<file path="config.mk">
export PLATFORM = sky130hd
export DESIGN_NAME = newton_square_root
export DESIGN_NICKNAME = d
export VERILOG_FILES = /design/src/rtl/core/nsr_pkg.sv /design/src/rtl/core/nsr_div.sv /design/src/rtl/core/newton_square_root.sv
export SDC_FILE = /design/constraint.sdc
export NUM_CORES = 1
export LEC_CHECK = 0
export ABC_AREA = 1
export BUFFER_PORTS_ARGS = -buffer_cell sky130_fd_sc_hd__clkbuf_2
export CORE_MARGIN = 4
export CORE_UTILIZATION = 45
export DETAILED_ROUTE_END_ITERATION = 16
export PLACE_DENSITY = 0.67
export SLEW_MARGIN = 25
export SYNTH_ARGS = -nofsm -noshare
export SYNTH_HDL_FRONTEND = slang
export SYNTH_SLANG_ARGS = --single-unit
export TNS_END_PERCENT = 100
</file>
<file path="constraint.sdc">
create_clock -name clock -period 12.8 [get_ports clock]
set_clock_uncertainty 0.15 [all_clocks]
set_input_delay 1.28 -clock clock [delete_from_list [all_inputs] [get_ports clock]]
set_output_delay 1.28 -clock clock [all_outputs]
set_load 0.02 [all_outputs]
</file>
<file path="src/rtl/core/nsr_pkg.sv">
// ----------------------------------------------------------------------------
// Newton square root package
// Fixed field widths and sequencer state encoding.
// ----------------------------------------------------------------------------
package nsr_pkg;

   localparam int OPERAND_W = 32;
   localparam int ROOT_W    = 25;

   typedef enum logic [2:0] {
      ST_IDLE   = 3'b001,
      ST_DIV    = 3'b010,
      ST_UPDATE = 3'b100
   } nsr_state_type;

endpackage

</file>
<file path="src/rtl/core/nsr_div.sv">
// ----------------------------------------------------------------------------
// Newton square root divider
// Restoring unsigned divider, one quotient bit per cycle.
// ----------------------------------------------------------------------------
module nsr_div #(
   parameter int W = 47
) (
   input  logic         clock,
   input  logic         reset,
   input  logic         start,
   input  logic [W-1:0] dividend,
   input  logic [W-1:0] divisor,
   output logic         done,
   output logic [W-1:0] quotient
);

   localparam int CNT_W = $clog2(W);

   logic [W-1:0]     rem_ff, rem_in;
   logic [W-1:0]     quo_ff, quo_in;
   logic [W-1:0]     den_ff, den_in;
   logic [CNT_W-1:0] cnt_ff, cnt_in;
   logic             run_ff, run_in;
   logic             done_ff, done_in;

   logic [W:0]       shifted;
   logic [W+1:0]     diff;

   always_comb begin
      shifted = {rem_ff, quo_ff[W-1]};
      diff    = {1'b0, shifted} - {2'b00, den_ff};
      rem_in  = rem_ff;
      quo_in  = quo_ff;
      den_in  = den_ff;
      cnt_in  = cnt_ff;
      run_in  = run_ff;
      done_in = 1'b0;
      if (start) begin
         rem_in = '0;
         quo_in = dividend;
         den_in = divisor;
         cnt_in = '0;
         run_in = 1'b1;
      end else if (run_ff) begin
         if (diff[W+1]) begin
            rem_in = shifted[W-1:0];
            quo_in = {quo_ff[W-2:0], 1'b0};
         end else begin
            rem_in = diff[W-1:0];
            quo_in = {quo_ff[W-2:0], 1'b1};
         end
         cnt_in = cnt_ff + 1'b1;
         if (cnt_ff == CNT_W'(W - 1)) begin
            run_in  = 1'b0;
            done_in = 1'b1;
         end
      end
   end

   always_ff @(posedge clock) begin
      if (reset) begin
         run_ff  <= 1'b0;
         done_ff <= 1'b0;
         cnt_ff  <= '0;
      end else begin
         run_ff  <= run_in;
         done_ff <= done_in;
         cnt_ff  <= cnt_in;
      end
      rem_ff <= rem_in;
      quo_ff <= quo_in;
      den_ff <= den_in;
   end

   assign done     = done_ff;
   assign quotient = quo_ff;

endmodule

</file>
<file path="src/rtl/core/newton_square_root.sv">
// ----------------------------------------------------------------------------
// Newton square root
// Fixed-point square root by Newton-Raphson iteration on a single divider.
// ----------------------------------------------------------------------------
// A beat is taken when start is high and busy is low. A negative or zero
// operand gives its result in the next cycle with busy staying low. Otherwise
// busy stays high while the guess is refined from 1.0: each Newton step is one
// serial divide of 31+FRAC_BITS quotient bits followed by an update state, and
// at most MAX_ITERATIONS steps run. The result appears on rsp_ for exactly
// one cycle with rsp_valid high; the receiver cannot stall it, so it must be
// captured then.
module newton_square_root
   import nsr_pkg::*;
#(
   parameter int FRAC_BITS      = 16,
   parameter int MAX_ITERATIONS = 40
) (
   input  logic                        clock,
   input  logic                        reset,
   input  logic                        start,
   output logic                        busy,
   input  logic signed [OPERAND_W-1:0] req_operand,
   output logic                        rsp_valid,
   output logic signed [ROOT_W-1:0]    rsp_root,
   output logic                        rsp_cap_reached
);

   localparam int NUM_W  = OPERAND_W - 1 + FRAC_BITS;
   localparam int ITER_W = $clog2(MAX_ITERATIONS);

   nsr_state_type     state_ff, state_in;
   logic [NUM_W-1:0]  num_ff, num_in;
   logic [NUM_W-1:0]  guess_ff, guess_in;
   logic [ITER_W-1:0] iter_ff, iter_in;
   logic [NUM_W-1:0]  quo_ff, quo_in;
   logic              div_start_ff, div_start_in;
   logic              valid_ff, valid_in;
   logic [ROOT_W-1:0] root_ff, root_in;
   logic              cap_ff, cap_in;

   logic              div_done;
   logic [NUM_W-1:0]  div_quo;
   logic [NUM_W:0]    sum;
   logic [NUM_W-1:0]  nxt;
   logic [NUM_W:0]    step;

   nsr_div #(.W(NUM_W)) u_div (
      .clock    (clock),
      .reset    (reset),
      .start    (div_start_ff),
      .dividend (num_ff),
      .divisor  (guess_ff),
      .done     (div_done),
      .quotient (div_quo)
   );

   always_comb begin
      sum  = {1'b0, guess_ff} + {1'b0, quo_ff};
      nxt  = sum[NUM_W:1];
      if (nxt == '0) begin
         nxt = NUM_W'(1);
      end
      step = {1'b0, nxt} - {1'b0, guess_ff};

      state_in     = state_ff;
      num_in       = num_ff;
      guess_in     = guess_ff;
      iter_in      = iter_ff;
      quo_in       = quo_ff;
      div_start_in = 1'b0;
      valid_in     = 1'b0;
      root_in      = root_ff;
      cap_in       = cap_ff;

      case (state_ff)
         ST_IDLE: begin
            if (start) begin
               if (req_operand[OPERAND_W-1]) begin
                  valid_in = 1'b1;
                  root_in  = ROOT_W'(0) - (ROOT_W'(1) << FRAC_BITS);
                  cap_in   = 1'b0;
               end else if (req_operand == '0) begin
                  valid_in = 1'b1;
                  root_in  = '0;
                  cap_in   = 1'b0;
               end else begin
                  num_in       = NUM_W'(req_operand[OPERAND_W-2:0]) << FRAC_BITS;
                  guess_in     = NUM_W'(1) << FRAC_BITS;
                  iter_in      = '0;
                  div_start_in = 1'b1;
                  state_in     = ST_DIV;
               end
            end
         end
         ST_DIV: begin
            if (div_done) begin
               quo_in   = div_quo;
               state_in = ST_UPDATE;
            end
         end
         ST_UPDATE: begin
            if (step == '0 || step == (NUM_W+1)'(1)) begin
               valid_in = 1'b1;
               root_in  = guess_ff[ROOT_W-1:0];
               cap_in   = 1'b0;
               state_in = ST_IDLE;
            end else begin
               guess_in = nxt;
               if (iter_ff == ITER_W'(MAX_ITERATIONS - 1)) begin
                  valid_in = 1'b1;
                  root_in  = nxt[ROOT_W-1:0];
                  cap_in   = 1'b1;
                  state_in = ST_IDLE;
               end else begin
                  iter_in      = iter_ff + 1'b1;
                  div_start_in = 1'b1;
                  state_in     = ST_DIV;
               end
            end
         end
         default: begin
            state_in = ST_IDLE;
         end
      endcase
   end

   always_ff @(posedge clock) begin
      if (reset) begin
         state_ff     <= ST_IDLE;
         div_start_ff <= 1'b0;
         valid_ff     <= 1'b0;
      end else begin
         state_ff     <= state_in;
         div_start_ff <= div_start_in;
         valid_ff     <= valid_in;
      end
      num_ff   <= num_in;
      guess_ff <= guess_in;
      iter_ff  <= iter_in;
      quo_ff   <= quo_in;
      root_ff  <= root_in;
      cap_ff   <= cap_in;
   end

   assign busy            = (state_ff != ST_IDLE);
   assign rsp_valid       = valid_ff;
   assign rsp_root        = root_ff;
   assign rsp_cap_reached = cap_ff;

endmodule
</file>
After elaboration in Yosys (flattened, before gate mapping)
Cells that the tools add are included.
{ "totals": {"out_inout_bits": 28, "register_bits": 311, "word_cells": 104} }
{ "classes": {"addsub": 5, "eq_ne": 15, "reduce_logical": 14, "mux": 51, "bitwise": 3} }
{ "ops": {"columns": ["operator", "count"], "rows": [
  ["$mux 47", 8],
  ["$mux 25", 5],
  ["$pmux 47 s2", 1],
  ["$pmux 25 s2", 1],
  ["$sub 48x47->49", 1],
  ["$add 47x47->48", 1],
  ["$eq 48x1->1 const B", 1],
  ["$logic_not 48->1", 1],
  ["$sub 47x47->48", 1],
  ["$logic_not 47->1", 1],
  ["$logic_not 32->1", 1],
  ["$mux 6", 5],
  ["$mux 1", 20],
  ["$add 6x1->6 const B", 2],
  ["$eq 6x6->1 const B", 2],
  ["$mux 3", 4],
  ["$pmux 6 s2", 1],
  ["$reduce_and 4->1", 3],
  ["$ne 2x2->1 const B", 5],
  ["$pmux 3 s3", 1],
  ["$ne 3x3->1 const B", 2],
  ["$pmux 1 s2", 3],
  ["$reduce_and 6->1", 1],
  ["$reduce_and 5->1", 1],
  ["other kinds (12)", 16]
]} }

Logic depth before layout (Yosys ltp)
Gate-level depths: netlist of run 1.
{ "logic_depth": {"ltp_word": 8, "ltp_mapped": 43, "mapped_depth_nobuf": 43} }

By module
From an unflattened synthesis of run 1, not the netlist that was laid out.
{ "unflattened": {"cells_unflattened": 3687, "area_unflattened_um2": 24359.6} }
{ "modules_own_cells": {"columns": ["mod", "cells_each", "area_per_inst_um2", "instances"], "rows": [
  ["newton_square_root", 2158, 14212.4, 1],
  ["nsr_div", 1529, 10147.2, 1]
]} }

Worst setup path after synthesis of run 1
Ideal clock, no wire load.
{ "synth_timing": {"kind": "reg2reg", "start": "register guess_ff[1]", "end": "register guess_ff[0] (enable)", "path_buffers": 0, "t_required_ps": 12249, "stages_incl_launch_ff": 38, "path_slack_ps": 7108, "t_arrival_ps": 5140, "setup_time_ps": 401, "cell_sequence": "edfxtp_1 > inv_1 > fa_1 > nand3b_1 > nand2_1 > nand3_1 > nand2_1 > nand2_1 > nand2_1 > xor2_1 > nand2_1 > nor2_1 > nand3_1 > nor3_1 > nand2_1 > nand2_1 > inv_1 > ha_1 > [... 2 more ...] > nand3_1 > nand2_1 > nand2_1 > nand2_1 > nand2_1 > nand3_1 > nand2_1 > nand2_1 > nand2_1 > nand2_1 > inv_1 > nand3_1 > inv_1 > nand3_1 > nor2_2 > nand3_1 > nand4_1 > inv_1"} }
{ "synth_between": {"elab_chain_len": 8} }
{ "synth_rtl": {"columns": ["element", "line", "rtl"], "rows": [
  ["start: declaration", "newton_square_root.sv:33", "logic [NUM_W-1:0] guess_ff, guess_in;"],
  ["start signal: assignment", "newton_square_root.sv:138", "guess_ff <= guess_in;"],
  ["$add 47x47->48", "newton_square_root.sv:58", "sum = {1'b0, guess_ff} + {1'b0, quo_ff};"],
  ["$logic_not 47->1", "newton_square_root.sv:60", "if (nxt == '0) begin"],
  ["$mux 47", "newton_square_root.sv:60", null],
  ["$sub 47x47->48 *", "newton_square_root.sv:63", "step = {1'b0, nxt} - {1'b0, guess_ff};"],
  ["$eq 48x1->1 or $logic_not 48->1 (tied branches)", "newton_square_root.sv:102", "if (step == '0 || step == (NUM_W+1)'(1)) begin"],
  ["$logic_or 1x1->1 *", "newton_square_root.sv:102", null],
  ["$ne 2x2->1 (no source line) *", null, null],
  ["$reduce_and 5->1 (no source line) *", null, null]
]} }
Mark *: on every way between the ends. The rest lies on a longest branch, timed or not.
A chain may end at the register's enable or synchronous reset.

Worst setup path in the final report of run 1
{ "layout_timing": {"start": "register guess_ff[1]", "end": "register root_ff[7] (netlist: rsp_root[7]) (enable)"} }
{ "layout_between": {"elab_chain_len": 8} }
{ "layout_rtl": {"columns": ["element", "line", "rtl"], "rows": [
  ["$add 47x47->48", "newton_square_root.sv:58", null],
  ["$logic_not 47->1", "newton_square_root.sv:60", null],
  ["$mux 47", "newton_square_root.sv:60", null],
  ["$sub 47x47->48 *", "newton_square_root.sv:63", null],
  ["$eq 48x1->1 or $logic_not 48->1 (tied branches)", "newton_square_root.sv:102", null],
  ["$logic_or 1x1->1 *", "newton_square_root.sv:102", null],
  ["$ne 3x3->1 (no source line) *", null, null],
  ["$reduce_and 4->1 (no source line) *", null, null],
  ["end signal: assignment", "newton_square_root.sv:141", "root_ff <= root_in;"],
  ["end: declaration", "newton_square_root.sv:38", "logic [ROOT_W-1:0] root_ff, root_in;"]
]} }
Marked as above.

==> load_flow_metrics.sql, run 1 <==
INSERT INTO impl_metrics (metric_group, metric, value, unit) VALUES
('logic_synthesis', 'dominant_combinational_cell_family_by_area_after_synthesis', 'simple AND/OR/NAND/NOR gates', ''),
('sta', 'timing_worst_slew_pin_value', '0.9068', 'ns'),
('global_route', 'pin_count_of_the_biggest_net_entering_global_routing', '64', ''),
('final_layout', 'fraction_of_final_layout_cells_sized_beyond_drive_strength_1', '5.417', '%'),
('sta', 'final-setup-viol-count', '0', ''),
('floorplanning', 'chipHeight', '232.5', 'µm'),
('floorplanning', 'chipWidth', '232.5', 'µm'),
('worst_setup_path', 'worst_path_largest_cell_delay', '0.52', 'ns'),
('power', 'swShare', '47.24', '%'),
('final_layout', 'antenna_cells_inserted', '0', ''),
('final_layout', 'most_frequent_standard_cell_in_the_layout_excluding_fill_and_tap_cells', 'nand2_1', ''),
('global_route', 'grt_util_all_layers', '25.23', '%'),
('power', 'pwr-share-seq', '27.9', '%'),
('final_layout', 'layout.cells.most_common_list', '1018 x nand2_1, 576 x inv_1, 337 x nor2_1', ''),
('logic_synthesis', 'post_synth_mux_area_share', '0', '%'),
('hold_path', 'whs_path_depth', '0', ''),
('hold_path', 'hp-class', 'reg -> reg', ''),
('logic_synthesis', 'synth_async_sr_flop_share', '0', '%'),
('clock_tree', 'tritoncts.num_buffers', '37', ''),
('floorplanning', 'ios', '63', ''),
('logic_synthesis', 'netlist_instances', '3221', ''),
('power', 'p_leak', '12.13', 'nW'),
('power', 'p_int', '2.657', 'mW'),
('route', 'first_pass_drt_iterations', '6', ''),
('floorplanning', 'design.core.area', '0.04997', 'mm²'),
('logic_synthesis', 'basic_gate_share_of_the_synthesized_area_counting_and_or_nand_and_nor_cells', '30.53', '%'),
('logic_synthesis', 'postSynthRegisterBits', '311', ''),
('worst_setup_path', 'crit_type', 'reg -> reg', ''),
('route', 'dr_total_vias', '20940', ''),
('clock_tree', 'clkSinkCount', '311', ''),
('worst_setup_path', 'worstPathMaxFanout', '27', ''),
('clock_tree', 'clock_latency_at_the_later_pin_of_the_worst_skew_pair', '0.57', 'ns'),
('final_layout', 'design.final.nets', '3475', ''),
('sta', 'setup_repair_after_global_routing_missed_its_margin', 'no', ''),
('flow_run', 'drv_cap', '0', ''),
('logic_synthesis', 'synth_seq_area_share', '38.52', '%'),
('sta', 'worst_slew_margin_rel', '39.54', '%'),
('logic_synthesis', 'yosysUniqueCellTypes', '52', ''),
('floorplanning', 'floorplan.rows', '82', ''),
('logic_synthesis', 'netlist_area', '0.02268', 'mm²'),
('worst_setup_path', 'top_cell_by_count_worst_path', 'nand2_1', ''),
('global_route', 'wire_length_of_the_first_global_routing_pass', '107.3', 'mm'),
('clock_tree', 'cts_htree_levels', '2', ''),
('final_layout', 'area_growth', '9.813', '%'),
('worst_setup_path', 'required', '12.87', 'ns'),
('sta', 'timing.final.crit_period', '6.979', 'ns'),
('power', 'power.share.combinational', '52.2', '%'),
('final_layout', 'post_layout_nonfiller_instances', '3995', ''),
('global_route', 'grt_antenna_before_repair', '0', ''),
('worst_setup_path', 'cp_data_arrival_time', '7.05', 'ns'),
('clock_tree', 'post_cts_resize_count', '0', ''),
('sta', 'final-hold-violation-count', '0', ''),
('route', 'wire_per_inst', '17.17', 'µm'),
('sta', 'max_freq', '143.3', 'MHz'),
('worst_setup_path', 'critical_path.endpoint_type', 'flip-flop', ''),
('route', 'detailedRoute.firstIterationViolations', '1731', ''),
('placed_design', 'hpwl', '55.93', 'mm'),
('logic_synthesis', 'synth_top_flop_cell', 'edfxtp_1', ''),
('power', 'power.net_switching', '2.379', 'mW'),
('logic_synthesis', 'synth-xor-area-share', '1.738', '%'),
('sta', 'finalMaxSlewViolations', '0', ''),
('power', 'p_per_area', '202.2', 'mW/mm²'),
('power', 'power.clock.fraction', '20.0', '%'),
('clock_tree', 'cts-hold-fix-buffers', '0', ''),
('logic_synthesis', 'synth_enable_flop_cells', '251', ''),
('route', 'detail_route.drc_violations', '0', ''),
('outcome', 'run_status', 'finished clean', ''),
('worst_setup_path', 'startpoint_type', 'flip-flop', ''),
('logic_synthesis', 'syn_nets', '3402', ''),
('power', 'ir_drop', '124.2', 'µV'),
('route', 'final_antenna_net_count', '0', '');
## critical path: cells and delay by family, from the launching register on
family,cells,cell delay [ns]
DFF,1,0.52
and+or+nand+nor,33,4.07
adders and majority gates,3,1.10
buffers and inverters,5,0.74
## cell families after synthesis
| family | count (synthesis) |
|---|---|
| xor gates and xnor gates | 45 |
| DFF | 311 |
| and+or+nand+nor | 1673 |
| buffers and inverters | 630 |
| AOI/OAI and AO/OA | 416 |
| adders and majority gates | 146 |
## cell type report
cell class / instances / area, µm²
Sequential cell: 311 / 8742
Multi-Input combinational cell: 2280 / 11570
Tap cell: 672 / 840.8
Fill cell: 5212 / 25060
Inverter: 592 / 2222
Clock inverter: 21 / 163.9
Clock buffer: 47 / 984.7
Timing Repair Buffer: 72 / 385.4
## metrics by stage
| step | setup WS [ns] | total power [mW] | area, µm² | hold WS (ns) |
|---|---|---|---|---|
| 6_report | 5.821 | 5.036 | 24910 | 0.2841 |
| 2_1_floorplan | 7.108 | 3.261 | 22680 | 0.2764 |
| 4_1_cts | 5.856 | 5.019 | 24910 | 0.2880 |
| 3_5_place_dp | 5.881 | 3.989 | 23760 | 0.2818 |
| 5_1_grt | 5.259 | 5.438 | 24910 | 0.3046 |
| 3_3_place_gp | 5.936 | 3.987 | 23760 | 0.2809 |
## sequential cells by signal (all words and copies together), names as in the netlist
signal and flops:
rsp_cap_reached 1, guess_ff 47, u_div.quotient 47, u_div.run_ff 1
rsp_root 25, div_start_ff 1, state_ff 3, u_div.den_ff 47
num_ff 31, rsp_valid 1, iter_ff 6, u_div.rem_ff 47
u_div.done 1, u_div.cnt_ff 6, quo_ff 47
## layer usage
| metal | routed length [µm] | part of all wire (%) | track usage [%] | vias to the layer above |
|---|---|---|---|---|
| met4 | 2722 | 4.0 | 10.44 | 0 |
| met1 | 30440 | 44 | 33.65 | 9584 |
| li1 | - | - | - | 10560 |
| met3 | 3937 | 5.7 | 3.159 | 139 |
| met2 | 31500 | 46 | 41.63 | 660 |
| met5 | 0 | 0 | 0 | - |
## Yosys cell counts (4+ instances only)
library cell / count / area share (%)
inv_1: 579 / 9.6
or2_2: 4 / 0.11
nor3_1: 33 / 0.73
nor4_1: 16 / 0.44
ha_1: 143 / 7.9
o211ai_1: 21 / 0.70
dfxtp_1: 60 / 5.3
nand2_1: 1018 / 17
nand2_2: 8 / 0.22
o21bai_1: 13 / 0.43
edfxtp_1: 251 / 33
a32o_1: 13 / 0.57
o21a_1: 13 / 0.43
nand3b_1: 29 / 0.96
a21o_1: 12 / 0.40
buf_2: 10 / 0.22
nand3_1: 153 / 3.4
nand4_1: 42 / 1.2
nor2_1: 341 / 5.6
a21oi_1: 195 / 4.3
xnor2_1: 20 / 0.77
o22ai_1: 9 / 0.25
clkbuf_1: 22 / 0.36
xor2_1: 25 / 0.97
nor2_2: 12 / 0.33
inv_2: 11 / 0.18
and3_1: 6 / 0.17
a31oi_1: 13 / 0.36
o21ai_0: 111 / 2.4
## final timing paths
| path | start | slack [ns] | end |
|---|---|---|---|
| max reg2reg | guess_ff[1] | 5.82 | rsp_root[7] |
| max | guess_ff[1] | 5.82 | rsp_root[7] |
| min reg2reg | u_div.quotient[39] | 0.28 | quo_ff[39] |
| min | u_div.quotient[39] | 0.28 | quo_ff[39] |
## power by group through the flow
stage / clock network (mW) / logic [mW] / registers (mW)
finish: 1.01 / 2.63 / 1.40
CTS: 1.04 / 2.58 / 1.40
global placement: 0 / 2.57 / 1.41
global route: 1.08 / 2.94 / 1.42
floorplan: 0 / 1.90 / 1.36
detailed placement: 0 / 2.57 / 1.42
No activity file was read; power rests on OpenSTA's default activity.
==> run 2: changes to the inputs <==
- ABC_AREA: 1 -> 0
- clock period: 12.8 -> 7 ns (I/O delays scaled with it)
==> load_flow_metrics.sql, run 2 <==
INSERT INTO impl_metrics (metric_group, metric, value, unit) VALUES
('floorplanning', 'floorplan.rows', '79', ''),
('logic_synthesis', 'synth_enable_flop_cells', '251', ''),
('logic_synthesis', 'avgSynthCellArea', '9.371', 'µm²'),
('power', 'p_leak', '11.24', 'nW'),
('final_layout', 'layout.cells.most_common_list', '355 x buf_4, 251 x edfxtp_1, 208 x nor2_1', ''),
('worst_setup_path', 'r2r_setup_slack', '-0.70', 'ns'),
('placed_design', 'placed_cell_area', '0.02447', 'mm²'),
('global_route', 'total_congestion_overflow', '0', ''),
('sta', 'summed_negative_setup_slack_over_all_endpoints', '-64.64', 'ns'),
('route', 'routedLengthMet1', '28.25', 'mm'),
('logic_synthesis', 'synth.yosys.warnings', '0', ''),
('placed_design', 'hpwl', '49.52', 'mm'),
('outcome', 'run_status', 'finished, violations left', ''),
('flow_run', 'drv_cap', '0', ''),
('worst_setup_path', 'worstPathMaxFanout', '10', ''),
('floorplanning', 'chipWidth', '224.7', 'µm'),
('logic_synthesis', 'synthMostInstantiatedCell', 'edfxtp_1', ''),
('final_layout', 'final-seq-area', '0.008743', 'mm²'),
('clock_tree', 'tritoncts.num_buffers', '37', ''),
('route', 'first_pass_drt_iterations', '6', ''),
('sta', 'final-hold-violation-count', '0', ''),
('final_layout', 'fraction_of_final_layout_cells_sized_beyond_drive_strength_1', '24.94', '%'),
('logic_synthesis', 'yosysUniqueCellTypes', '92', ''),
('route', 'totalWireLength', '64.65', 'mm'),
('worst_setup_path', 'critical-path-slowest-cell', 'or4_4', ''),
('clock_tree', 'clock_tree.buffer_depth', '3', ''),
('power', 'power', '11.36', 'mW'),
('route', 'routed-wl-met3', '4.008', 'mm'),
('logic_synthesis', 'syn_nets', '2435', ''),
('worst_setup_path', 'worst_path_largest_cell_delay', '0.44', 'ns'),
('logic_synthesis', 'synth_async_sr_flop_share', '0', '%'),
('final_layout', 'post-route-util', '57.59', '%'),
('sta', 'max_freq', '129.9', 'MHz'),
('placed_design', 'io_buffers', '62', ''),
('logic_synthesis', 'post_synth_main_area_contributors', 'edfxtp_1 36%, ha_1 8.5%, dfxtp_1 5.7%', ''),
('sta', 'final.setup.worst_slack', '-0.6975', 'ns'),
('final_layout', 'design.final.nets', '2826', ''),
('floorplanning', 'chipHeight', '224.7', 'µm'),
('floorplanning', 'fp.dieArea', '0.05047', 'mm²'),
('route', 'dr_total_vias', '19050', ''),
('outcome', 'failing_checks', 'negative setup slack', ''),
('clock_tree', 'cts-hold-fix-buffers', '0', ''),
('placed_design', 'gpl.final_weighted_congestion', '0.9465', ''),
('route', 'routed-wl-met2', '30.24', 'mm'),
('final_layout', 'antenna_cells_inserted', '0', ''),
('floorplanning', 'design.core.area', '0.04646', 'mm²'),
('worst_setup_path', 'crit_type', 'reg -> reg', ''),
('clock_tree', 'cts_tree', 'yes', ''),
('route', 'final_antenna_net_count', '0', ''),
('clock_tree', 'cts-root-buf', 'clkbuf_16', ''),
('floorplanning', 'ios', '63', ''),
('sta', 'setup_repair_after_global_routing_missed_its_margin', 'yes', ''),
('logic_synthesis', 'synth_top_flop_cell', 'edfxtp_1', ''),
('sta', 'timing.final.crit_period', '7.698', 'ns'),
('clock_tree', 'reg_clk_slew_reported_paths', '0.06', 'ns'),
('floorplanning', 'initial_core_util', '45.46', '%'),
('hold_path', 'hp-class', 'in -> reg', ''),
('final_layout', 'most_frequent_standard_cell_in_the_layout_excluding_fill_and_tap_cells', 'buf_4', ''),
('sta', 'worst_slew_margin_rel', '28.39', '%'),
('final_layout', 'n_fill_cell', '4126', ''),
('route', 'top_signal_layer_used', 'met4', ''),
('logic_synthesis', 'synth_top_cell_by_area', 'edfxtp_1', ''),
('clock_tree', 'cts_htree_levels', '2', ''),
('clock_tree', 'clock_latency_at_the_later_pin_of_the_worst_skew_pair', '0.56', 'ns'),
('logic_synthesis', 'netlist_area', '0.02112', 'mm²'),
('sta', 'final-setup-viol-count', '109', ''),
('final_layout', 'stdcell_area', '0.02676', 'mm²'),
('global_route', 'pin_count_of_the_biggest_net_entering_global_routing', '61', ''),
('clock_tree', 'clkSinkCount', '311', ''),
('route', 'detail_route.vias_per_cell', '5.807', ''),
('placed_design', 'numPlacedInstances', '3172', ''),
('worst_setup_path', 'crit-reg2reg-capture', 'guess_ff[24]', ''),
('logic_synthesis', 'netlist_instances', '2254', ''),
('worst_setup_path', 'startpoint_type', 'flip-flop', ''),
('worst_setup_path', 'rr_startpoint', 'quo_ff[1]', ''),
('logic_synthesis', 'netlist.area_leader.share', '35.69', '%'),
('final_layout', 'area_of_combinational_cells_with_multiple_inputs', '0.01203', 'mm²'),
('worst_setup_path', 'critPathLaunch', 'quo_ff[1]', ''),
('global_route', 'grt_pass1_vias', '18500', ''),
('route', 'detailedRoute.firstIterationViolations', '1758', ''),
('sta', 'timing_worst_slew_pin_value', '1.060', 'ns'),
('final_layout', 'post_layout_nonfiller_instances', '3281', ''),
('final_layout', 'area_growth', '26.68', '%'),
('worst_setup_path', 'required', '7.16', 'ns'),
('route', 'wire_per_inst', '19.70', 'µm'),
('sta', 'final_min_period_over_clock_period', '110.0', '%'),
('logic_synthesis', 'synth_commonest_cells', '251 x edfxtp_1, 210 x nor2_1, 189 x a21oi_1', ''),
('global_route', 'wire_length_of_the_first_global_routing_pass', '99.64', 'mm'),
('logic_synthesis', 'synth_seq_area_share', '41.37', '%'),
('global_route', 'grt_antenna_before_repair', '0', ''),
('worst_setup_path', 'cells_on_worst_reg2reg_path', '33', ''),
('global_route', 'grt_util_all_layers', '24.73', '%'),
('logic_synthesis', 'postSynthRegisterBits', '311', ''),
('worst_setup_path', 'cp-endpoint', 'guess_ff[24]', ''),
('power', 'p_per_area', '424.5', 'mW/mm²'),
('power', 'ir_drop', '207.9', 'µV'),
('worst_setup_path', 'cp_data_arrival_time', '7.86', 'ns'),
('worst_setup_path', 'critical_path.endpoint_type', 'flip-flop', ''),
('route', 'detail_route.drc_violations', '0', ''),
('sta', 'finalMaxSlewViolations', '0', '');
==> run 2: cells by family (layout without fill, tap and decap cells) <==
logic type | count (synthesis) | count (layout) | synth area share (%)
simple gates | 751 | 751 | 17.45
buf+inv | 247 | 667 | 4.597
mux | 68 | 68 | 3.418
compound gates | 628 | 628 | 20.14
fa+ha+maj | 146 | 146 | 8.755
xor+xnor | 103 | 103 | 4.271
flops | 311 | 311 | 41.37
==> run 2: metrics by stage <==
stage / setup slack, ns / hold slack, ns
floorplan: 0.01407 / 0.2680
global placement: -0.6952 / 0.2701
detailed placement: -0.8370 / 0.2813
CTS: -0.6084 / 0.1564
global route: -0.9206 / 0.1694
finish: -0.6975 / 0.1813
==> run 2: worst min path at each step <==
| stage | endpoint | start | cells after the start | slack [ns] |
|---|---|---|---|---|
| floorplan | quo_ff[0] | u_div.quotient[0] | 0 | 0.27 |
| global placement | quo_ff[7] | u_div.quotient[7] | 0 | 0.27 |
| detailed placement | quo_ff[31] | u_div.quotient[31] | 0 | 0.28 |
| CTS | num_ff[21] | req_operand[5] | 1 | 0.16 |
| global route | num_ff[21] | req_operand[5] | 1 | 0.17 |
| finish | num_ff[21] | req_operand[5] | 1 | 0.18 |
==> run 2: critical path: cells and delay by family (launching register included) <==
| kind | cells | cell delay [ns] |
|---|---|---|
| xor+xnor | 1 | 0.16 |
| compound gates | 14 | 2.85 |
| simple gates | 8 | 2.15 |
| fa+ha+maj | 2 | 0.42 |
| buf+inv | 8 | 1.26 |
| flops | 1 | 0.42 |
==> run 2: what timing repair did <==
item | in CTS | in global routing
setup endpoints to repair | 109 | 109
gates resized for setup | 76 | 51
pin swaps | 55 | 34
cloned | 6 | 3
endpoints found under the hold margin | 0 | 0
buffers inserted | 35 | 9
==> run 2: area by class of cell <==
class | instances | area share, %
Tap cell | 607 | 2.838
Clock buffer | 51 | 3.965
Multi-Input combinational cell | 1696 | 44.95
Timing Repair Buffer | 442 | 12.78
Sequential cell | 311 | 32.68
Clock inverter | 17 | 0.5798
Inverter | 157 | 2.202
==> run 2: where the power goes <==
group	switching [mW]	total, mW	internal [mW]
Sequential	0.263	2.70	2.43
Combinational	3.82	6.74	2.92
Clock	0.777	1.92	1.14
Total	4.86	11.4	6.50
==> run 2: metal layers <==
layer	up-vias	track usage [%]
li1	9167	-
met1	9154	33.39
met3	113	3.720
met2	619	41.32
met5	-	0
met4	0	7.668
